### config.mk
export PLATFORM = sky130hd
export DESIGN_NAME = nearest_neighbor_blit_address_map
export DESIGN_NICKNAME = d
export VERILOG_FILES = /design/src/rtl/core/nnb_pkg.sv /design/src/rtl/core/nnb_clip.sv /design/src/rtl/core/nnb_div.sv /design/src/rtl/core/nnb_addr.sv /design/src/rtl/core/nearest_neighbor_blit_address_map.sv
export SDC_FILE = /design/constraint.sdc
export NUM_CORES = 2
export LEC_CHECK = 0
export ABC_AREA = 1
export BUFFER_PORTS_ARGS = -buffer_cell sky130_fd_sc_hd__buf_4
export CAP_MARGIN = 5
export CORE_ASPECT_RATIO = 1.75
export CORE_MARGIN = 2
export CORE_UTILIZATION = 65
export CTS_CLUSTER_DIAMETER = 120
export DETAILED_ROUTE_END_ITERATION = 16
export GPL_TIMING_DRIVEN = 0
export MAX_ROUTING_LAYER = met4
export PLACE_DENSITY = 0.82
export SLEW_MARGIN = 20
export SYNTH_ARGS = -nofsm -noshare
export SYNTH_HDL_FRONTEND = slang
export SYNTH_HIERARCHICAL = 1
export SYNTH_SLANG_ARGS = --single-unit
### constraint.sdc
create_clock -name clk -period 11.1 [get_ports clk]
set_input_delay 3.33 -clock clk [delete_from_list [all_inputs] [get_ports clk]]
set_output_delay 3.33 -clock clk [all_outputs]
set_load 0.1 [all_outputs]
### src/rtl/core/nnb_pkg.sv
// Shared types and constants for the nearest-neighbor blit address mapper.
// Used by every module under rtl/core; depends on nothing.
package nnb_pkg;

  localparam int COORD_W    = 11;
  localparam int PROD_W     = 2 * COORD_W;
  localparam int BASE_W     = 24;
  localparam int ADDR_W     = 25;
  localparam int INDEX_W    = 16;
  localparam int PIX_W      = 8;
  localparam int DIV_STEPS  = COORD_W;
  localparam int DIV_STAGES = DIV_STEPS + 1;
  localparam int PIPE_STAGES = DIV_STAGES + 3;

  typedef enum logic [2:0] {
    REG_DEST_LEFT   = 3'd0,
    REG_DEST_TOP    = 3'd1,
    REG_DEST_WIDTH  = 3'd2,
    REG_DEST_HEIGHT = 3'd3,
    REG_SRC_WIDTH   = 3'd4,
    REG_SRC_HEIGHT  = 3'd5,
    REG_SRC_BASE    = 3'd6
  } reg_idx_t;

  typedef struct packed {
    logic [PIX_W-1:0] pixel_x;
    logic [PIX_W-1:0] pixel_y;
  } in_t;

  typedef struct packed {
    logic               write_enable;
    logic [INDEX_W-1:0] dest_index;
    logic [ADDR_W-1:0]  source_address;
  } out_t;

  typedef struct packed {
    logic               write_enable;
    logic [INDEX_W-1:0] dest_index;
  } side_t;

  typedef struct packed {
    logic [COORD_W-1:0] dest_left;
    logic [COORD_W-1:0] dest_top;
    logic [COORD_W-1:0] dest_width;
    logic [COORD_W-1:0] dest_height;
    logic [COORD_W-1:0] src_width;
    logic [COORD_W-1:0] src_height;
    logic [BASE_W-1:0]  src_base;
  } cfg_t;

endpackage

### src/rtl/core/nnb_clip.sv
// First pipeline stage: rectangle and surface window test, axis offsets, surface index.
// Depends on nnb_pkg.
module nnb_clip #(
  parameter int SURFACE_WIDTH  = 240,
  parameter int SURFACE_HEIGHT = 240
) (
  input  logic                        clk,
  input  logic                        ld,
  input  nnb_pkg::in_t                in_i,
  input  nnb_pkg::cfg_t               cfg,
  output nnb_pkg::side_t              side_o,
  output logic [nnb_pkg::COORD_W-1:0] off_x_o,
  output logic [nnb_pkg::COORD_W-1:0] off_y_o
);

  localparam logic [nnb_pkg::COORD_W-1:0] LIM_X   = nnb_pkg::COORD_W'(SURFACE_WIDTH);
  localparam logic [nnb_pkg::COORD_W-1:0] LIM_Y   = nnb_pkg::COORD_W'(SURFACE_HEIGHT);
  localparam logic [nnb_pkg::INDEX_W-1:0] SURF_W  = nnb_pkg::INDEX_W'(SURFACE_WIDTH);

  logic signed [12:0] dx, dy, org_x, org_y, end_x, end_y, off_x, off_y;
  logic               in_x, in_y, sizes_ok;
  nnb_pkg::side_t     side_nxt;
  nnb_pkg::side_t     side_r;
  logic [nnb_pkg::COORD_W-1:0] off_x_r, off_y_r;

  always_comb begin
    dx    = $signed({5'b0, in_i.pixel_x});
    dy    = $signed({5'b0, in_i.pixel_y});
    org_x = $signed({{2{cfg.dest_left[10]}}, cfg.dest_left});
    org_y = $signed({{2{cfg.dest_top[10]}}, cfg.dest_top});
    end_x = org_x + $signed({2'b0, cfg.dest_width});
    end_y = org_y + $signed({2'b0, cfg.dest_height});
    off_x = dx - org_x;
    off_y = dy - org_y;
    in_x  = ({3'b0, in_i.pixel_x} < LIM_X) && (dx >= org_x) && (dx < end_x);
    in_y  = ({3'b0, in_i.pixel_y} < LIM_Y) && (dy >= org_y) && (dy < end_y);
    sizes_ok = (|cfg.dest_width) && (|cfg.dest_height) &&
               (|cfg.src_width) && (|cfg.src_height);
    side_nxt.write_enable = sizes_ok && in_x && in_y;
    side_nxt.dest_index   = {8'b0, in_i.pixel_y} * SURF_W + {8'b0, in_i.pixel_x};
  end

  always_ff @(posedge clk) begin
    if (ld) begin
      side_r  <= side_nxt;
      off_x_r <= off_x[10:0];
      off_y_r <= off_y[10:0];
    end
  end

  assign side_o  = side_r;
  assign off_x_o = off_x_r;
  assign off_y_o = off_y_r;

endmodule

### src/rtl/core/nnb_div.sv
// One axis of the scaler: offset times source size, then a pipelined restoring
// divide by the destination size, one quotient bit per stage. Depends on nnb_pkg.
module nnb_div (
  input  logic                           clk,
  input  logic [nnb_pkg::DIV_STAGES-1:0] ld,
  input  logic [nnb_pkg::COORD_W-1:0]    off_i,
  input  logic [nnb_pkg::COORD_W-1:0]    ssize,
  input  logic [nnb_pkg::COORD_W-1:0]    dsize,
  output logic [nnb_pkg::COORD_W-1:0]    q_o
);

  localparam int W = nnb_pkg::COORD_W;

  logic [nnb_pkg::PROD_W-1:0] prod_r;
  logic [W-1:0] rem_in  [nnb_pkg::DIV_STEPS];
  logic [W-1:0] low_in  [nnb_pkg::DIV_STEPS];
  logic [W-1:0] quo_in  [nnb_pkg::DIV_STEPS];
  logic [W-1:0] rem_nxt [nnb_pkg::DIV_STEPS];
  logic [W-1:0] low_nxt [nnb_pkg::DIV_STEPS];
  logic [W-1:0] quo_nxt [nnb_pkg::DIV_STEPS];
  logic [W-1:0] rem_r   [nnb_pkg::DIV_STEPS];
  logic [W-1:0] low_r   [nnb_pkg::DIV_STEPS];
  logic [W-1:0] quo_r   [nnb_pkg::DIV_STEPS];

  always_ff @(posedge clk) begin
    if (ld[0]) begin
      prod_r <= {{W{1'b0}}, off_i} * {{W{1'b0}}, ssize};
    end
  end

  // The offset is below the destination size, so the quotient fits in W bits
  // and the top half of the product already starts below the divisor.
  genvar k;
  for (k = 0; k < nnb_pkg::DIV_STEPS; k++) begin : g_step
    logic [W:0] trial;
    logic       ge;

    if (k == 0) begin : g_first
      assign rem_in[k] = prod_r[nnb_pkg::PROD_W-1:W];
      assign low_in[k] = prod_r[W-1:0];
      assign quo_in[k] = '0;
    end else begin : g_next
      assign rem_in[k] = rem_r[k-1];
      assign low_in[k] = low_r[k-1];
      assign quo_in[k] = quo_r[k-1];
    end

    always_comb begin
      trial      = {rem_in[k], low_in[k][W-1]};
      ge         = trial >= {1'b0, dsize};
      rem_nxt[k] = ge ? W'(trial - {1'b0, dsize}) : trial[W-1:0];
      low_nxt[k] = {low_in[k][W-2:0], 1'b0};
      quo_nxt[k] = {quo_in[k][W-2:0], ge};
    end

    always_ff @(posedge clk) begin
      if (ld[k+1]) begin
        rem_r[k] <= rem_nxt[k];
        low_r[k] <= low_nxt[k];
        quo_r[k] <= quo_nxt[k];
      end
    end
  end

  assign q_o = quo_r[nnb_pkg::DIV_STEPS-1];

endmodule

### src/rtl/core/nnb_addr.sv
// Last two pipeline stages: source row times source width, then base plus
// row offset plus column into the output register. Depends on nnb_pkg.
module nnb_addr (
  input  logic                        clk,
  input  logic [1:0]                  ld,
  input  nnb_pkg::side_t              side_i,
  input  logic [nnb_pkg::COORD_W-1:0] sx_i,
  input  logic [nnb_pkg::COORD_W-1:0] sy_i,
  input  logic [nnb_pkg::COORD_W-1:0] src_width,
  input  logic [nnb_pkg::BASE_W-1:0]  src_base,
  output nnb_pkg::out_t               out_o
);

  localparam int W = nnb_pkg::COORD_W;

  logic [nnb_pkg::PROD_W-1:0] row_r;
  logic [W-1:0]               sx_r;
  nnb_pkg::side_t             side_r;
  nnb_pkg::out_t              out_nxt;
  nnb_pkg::out_t              out_r;

  always_ff @(posedge clk) begin
    if (ld[0]) begin
      row_r  <= {{W{1'b0}}, sy_i} * {{W{1'b0}}, src_width};
      sx_r   <= sx_i;
      side_r <= side_i;
    end
  end

  // A disabled pixel reports zero in both index fields.
  always_comb begin
    out_nxt.write_enable = side_r.write_enable;
    if (side_r.write_enable) begin
      out_nxt.dest_index     = side_r.dest_index;
      out_nxt.source_address = {1'b0, src_base} + nnb_pkg::ADDR_W'(row_r) +
                               nnb_pkg::ADDR_W'(sx_r);
    end else begin
      out_nxt.dest_index     = '0;
      out_nxt.source_address = '0;
    end
  end

  always_ff @(posedge clk) begin
    if (ld[1]) begin
      out_r <= out_nxt;
    end
  end

  assign out_o = out_r;

endmodule

### src/rtl/core/nearest_neighbor_blit_address_map.sv
// Nearest-neighbor blit address mapper. Takes one destination pixel coordinate per clock
// while in_ready is high and returns one result per coordinate, in order. The pipeline
// holds a clip stage, a multiply stage, an 11-stage restoring divider (one quotient bit
// per stage), a row multiply and a final add into the output register. Every stage
// holds its own valid bit, so stalls at the output fill empty stages before in_ready
// drops. Configuration registers are written through the cfg port, which never stalls,
// and must be written only while no pixel is in flight.
module nearest_neighbor_blit_address_map #(
  parameter int SURFACE_WIDTH  = 240,
  parameter int SURFACE_HEIGHT = 240
) (
  input  logic                       clk,
  input  logic                       rst_n,
  input  logic                       in_valid,
  output logic                       in_ready,
  input  nnb_pkg::in_t               in_data,
  output logic                       out_valid,
  input  logic                       out_ready,
  output nnb_pkg::out_t              out_data,
  input  logic                       cfg_valid,
  output logic                       cfg_ready,
  input  logic [2:0]                 cfg_index,
  input  logic [nnb_pkg::BASE_W-1:0] cfg_data
);

  localparam int NS = nnb_pkg::PIPE_STAGES;
  localparam int DS = nnb_pkg::DIV_STAGES;

  nnb_pkg::cfg_t  cfg_r;
  logic [NS-1:0]  v_r;
  logic [NS:0]    rdy;
  nnb_pkg::side_t side_a;
  nnb_pkg::side_t side_r [DS];
  logic [nnb_pkg::COORD_W-1:0] off_x, off_y, sx, sy;

  // Configuration registers.
  assign cfg_ready = 1'b1;

  always_ff @(posedge clk) begin
    if (!rst_n) begin
      cfg_r <= '0;
    end else if (cfg_valid) begin
      unique case (cfg_index)
        nnb_pkg::REG_DEST_LEFT:   cfg_r.dest_left   <= cfg_data[10:0];
        nnb_pkg::REG_DEST_TOP:    cfg_r.dest_top    <= cfg_data[10:0];
        nnb_pkg::REG_DEST_WIDTH:  cfg_r.dest_width  <= cfg_data[10:0];
        nnb_pkg::REG_DEST_HEIGHT: cfg_r.dest_height <= cfg_data[10:0];
        nnb_pkg::REG_SRC_WIDTH:   cfg_r.src_width   <= cfg_data[10:0];
        nnb_pkg::REG_SRC_HEIGHT:  cfg_r.src_height  <= cfg_data[10:0];
        nnb_pkg::REG_SRC_BASE:    cfg_r.src_base    <= cfg_data;
        default: ;
      endcase
    end
  end

  // A stage loads when it is empty or its content moves on in the same cycle.
  always_comb begin
    rdy[NS] = out_ready;
    for (int i = NS - 1; i >= 0; i--) begin
      rdy[i] = !v_r[i] || rdy[i+1];
    end
  end

  always_ff @(posedge clk) begin
    if (!rst_n) begin
      v_r <= '0;
    end else begin
      if (rdy[0]) begin
        v_r[0] <= in_valid;
      end
      for (int i = 1; i < NS; i++) begin
        if (rdy[i]) begin
          v_r[i] <= v_r[i-1];
        end
      end
    end
  end

  assign in_ready  = rdy[0];
  assign out_valid = v_r[NS-1];

  nnb_clip #(
    .SURFACE_WIDTH (SURFACE_WIDTH),
    .SURFACE_HEIGHT(SURFACE_HEIGHT)
  ) u_clip (
    .clk    (clk),
    .ld     (rdy[0]),
    .in_i   (in_data),
    .cfg    (cfg_r),
    .side_o (side_a),
    .off_x_o(off_x),
    .off_y_o(off_y)
  );

  nnb_div u_div_x (
    .clk  (clk),
    .ld   (rdy[DS:1]),
    .off_i(off_x),
    .ssize(cfg_r.src_width),
    .dsize(cfg_r.dest_width),
    .q_o  (sx)
  );

  nnb_div u_div_y (
    .clk  (clk),
    .ld   (rdy[DS:1]),
    .off_i(off_y),
    .ssize(cfg_r.src_height),
    .dsize(cfg_r.dest_height),
    .q_o  (sy)
  );

  // Enable and surface index ride alongside the divider stages.
  always_ff @(posedge clk) begin
    if (rdy[1]) begin
      side_r[0] <= side_a;
    end
    for (int k = 1; k < DS; k++) begin
      if (rdy[k+1]) begin
        side_r[k] <= side_r[k-1];
      end
    end
  end

  nnb_addr u_addr (
    .clk      (clk),
    .ld       (rdy[NS-1:NS-2]),
    .side_i   (side_r[DS-1]),
    .sx_i     (sx),
    .sy_i     (sy),
    .src_width(cfg_r.src_width),
    .src_base (cfg_r.src_base),
    .out_o    (out_data)
  );

  a_accept_enters: assert property (@(posedge clk) disable iff (!rst_n)
    in_valid && in_ready |=> v_r[0])
    else $error("accepted pixel did not enter the first stage");

  a_full_stall: assert property (@(posedge clk) disable iff (!rst_n)
    (&v_r) && !out_ready |-> !in_ready)
    else $error("input accepted while every stage is full and stalled");

  a_disabled_zero: assert property (@(posedge clk) disable iff (!rst_n)
    out_valid && !out_data.write_enable |->
      out_data.dest_index == '0 && out_data.source_address == '0)
    else $error("disabled pixel carries a nonzero index");

endmodule

==> impl_metrics.yaml <==
synthesis:
  synth_seq_cells: 946
  netlist_area_um2: 65150
  async_reset_ff_frac: 0
  synth_cells: 7510
  ys_seq_area_frac: 0.4199
  synth_flop_cell: "edfxtp_1"
  yosysWarnings: 6
  avgSynthCellArea_um2: 8.676
  ys_types: 50
  synth_edf_count: 841
  synth_nets: 8377
cts:
  cts_tree: "built"
  numClockSinks: 946
  postCtsResizedCells: 0
  clockBufferDepth: 3
  cts_buffers: 85
  clk_root_buffer_cell: "clkbuf_16"
  holdBufCountCts: 0
  clock_latency_ps: 710
  h-tree-depth: 3
  post_cts_buffers: 0
  clkTransAtPathRegs_ps: 70
route:
  drc: 0
  vias_per_cell: 5.558
  drt_iter0_drc: 3514
  ant_nets: 0
  route.detailed.wl_per_inst_um: 17.48
  wl_um: 159000
  vias: 50540
  first_pass_iters: 8
critical_path:
  rr_startpoint: "cfg_r[43]"
  ff2ff_setup_slack_ps: 5370
  critPathKind: "in2out"
  r2r-end: "u_addr/row_r[20]"
  reg2reg_depth: 18
  endpoint_kind: "primary output"
  crit_fanout: 25
  arrival_ps: 7420
  cp_data_required_time_ps: 7770
  cp-start-kind: "primary input"
sta:
  fmax_ghz: 0.09305
  worstMarginPinSlew_ps: 1120
  fin_skew_ps: 25.70
  finalSetupViolations: 0
  hold_viol: 0
  period_needed_ps: 10750
  rsz0062_at_grt: "false"
  max_slew_margin: 0.2524
  drv_slew: 0
  timing.hold.ws_ps: 407.9
  post-route-period-util: 0.9681
placement:
  dp_hpwl_um: 117900
  place.gp.congestion: 0.9920
  port_buffers: 90
  dpl.cell_count: 8929
floorplanning:
  start_util: 0.6558
  rows: 153
  die_w_um: 243.3
  core_area_um2: 99350
  ios: 93
  die_h_um: 422.8
  dieArea_um2: 102900
status:
  outcome: "complete, no violations"
run:
  cap_violations: 0
global_routing:
  grt_pass1_vias: 51930
  grt_overflow_total: 0
  antenna_found_initial: 4
  track_usage: 0.3202
  grt_max_degree: 52
  grt_pass1_wl_um: 253600
final_layout:
  finalNonFillerCells: 9092
  drive_gt1_frac: 0.06342
  regArea_um2: 27360
  syn2layout_area_growth_pct: 8.590
  layout_commonest_cell: "nand2_1"
  final_cell_mix: "nand2_1 (2,126), inv_1 (1,550), edfxtp_1 (841)"
  multi_input_area_um2: 31270
  nFillCells: 7229
  nets: 8569
  final_util: 0.7121
min_path:
  hold_class: "reg2reg"
  hp-start: "side_r[2][58]"
  hold_end: "u_addr/side_r[7]"
  min_path_cells: 0
power_and_ir_drop:
  p_per_area_nw_per_um2: 228.5
  ir_drop_v: 0.0001519
  p_leak_uw: 0.03649
==> critical path, stage by stage <==
cell     delay [ps]
buf_4           110
inv_1           300
nand4_4         470
nor2_4          440
nand4_4         500
nor2_4          530
nand4_4         370
nor2_8          380
nand4_4         480
buf_4           440
==> cell type report <==
type                            count  share of cell area
Buffer                            138             0.01127
Sequential cell                   946              0.3867
Tap cell                         1317             0.02329
Clock buffer                       90             0.03061
Clock inverter                     68             0.01035
Multi-Input combinational cell   4873              0.4419
Antenna cell                        2          0.00007074
Timing Repair Buffer              102             0.01316
Inverter                         1556             0.08266
==> state kept, by name (all words and copies together) (netlist names), 22 cells and up <==
register and count:
cfg_r 90, side_r 204, u_addr/out_o 42, u_addr/row_r 22, u_div_x/low_r 55, u_div_x/prod_r 22
u_div_x/quo_r 66, u_div_x/rem_r 110, u_div_y/low_r 55, u_div_y/prod_r 22, u_div_y/quo_r 66, u_div_y/rem_r 110
==> per-layer routing <==
metal,part of all wire,track usage
met5,0,-
met2,0.53,0.5885
met1,0.34,0.3205
met3,0.058,0.04108
met4,0.066,0.1920
==> worst max path at each step <==
stage | cells after the start | slack, ps | to | from
2_1_floorplan | 8 | 640 | in_ready | out_ready
3_3_place_gp | 10 | -1120 | in_ready | out_ready
3_5_place_dp | 10 | -220 | in_ready | out_ready
4_1_cts | 10 | 170 | in_ready | out_ready
5_1_grt | 10 | 140 | in_ready | out_ready
6_report | 10 | 350 | in_ready | out_ready
==> cells in the mapped netlist (2+ instances only) <==
library cell  number  area share
o21ai_1          148       0.011
nand2_1         2129        0.12
nor2_1           488       0.028
or2_0              4     0.00038
a21boi_0           2     0.00023
nand3_1          382       0.029
inv_2              3     0.00017
nor2_2             5     0.00048
ha_1             529        0.10
xor2_1            91       0.012
fa_1             290       0.089
clkbuf_1          94      0.0054
o211ai_1           2     0.00023
o21bai_1           7     0.00081
o21ai_0          141       0.011
a21oi_1          218       0.017
nand3b_1           4     0.00046
nor2_4            43      0.0074
or2_1             16      0.0015
buf_4             10      0.0012
and2_1            25      0.0024
buf_6             32      0.0055
a21o_1             5     0.00058
nand4_1          124       0.012
nand3_2           58      0.0089
xor2_2             2     0.00050
a31oi_1            6     0.00058
nor3_1            17      0.0013
nand4_4            4      0.0013
dfxtp_1          105       0.032
nand4_2           20      0.0038
o21ai_2            3     0.00040
a21oi_2            4     0.00054
edfxtp_1         841        0.39
xnor2_1           49      0.0066
nand2_2           40      0.0038
and3_1             2     0.00019
inv_1           1553       0.089
o21a_1             3     0.00035
==> what timing repair did <==
action / 4_1_cts / 5_1_grt
endpoints found under the hold margin: 0 / 0
gates cloned: 2 / 1
pin swaps: 2 / 2
setup endpoints to repair: 1 / 1
==> per-stage QoR <==
stage / TNS [ps] / worst slack [ps] / instance area (um2) / power (uW)
after detailed placement: -218.3 / -218.3 / 67810 / 12880
after global placement: -1115 / -1115 / 67480 / 12570
after global routing: 0 / 141.4 / 70750 / 17320
final: 0 / 353.6 / 70750 / 16160
after floorplan: 0 / 641.1 / 65150 / 11140
after CTS: 0 / 172.0 / 70730 / 16080
==> kinds of logic after synthesis <==
kind of cell	synth area share
AO/OA/AOI/OAI	0.04304
flip-flops	0.4199
buffers and inverters	0.1019
AND/OR/NAND/NOR	0.2247
other	0.00005756
XOR/XNOR	0.01974
adder cells (fa/ha/maj)	0.1907
==> where the power goes <==
part	total [uW]	switching (uW)	internal [uW]
logic	7260	4680	2570
clock network	3110	1460	1650
registers	5800	497	5300
No activity file was read; power rests on OpenSTA's default activity.
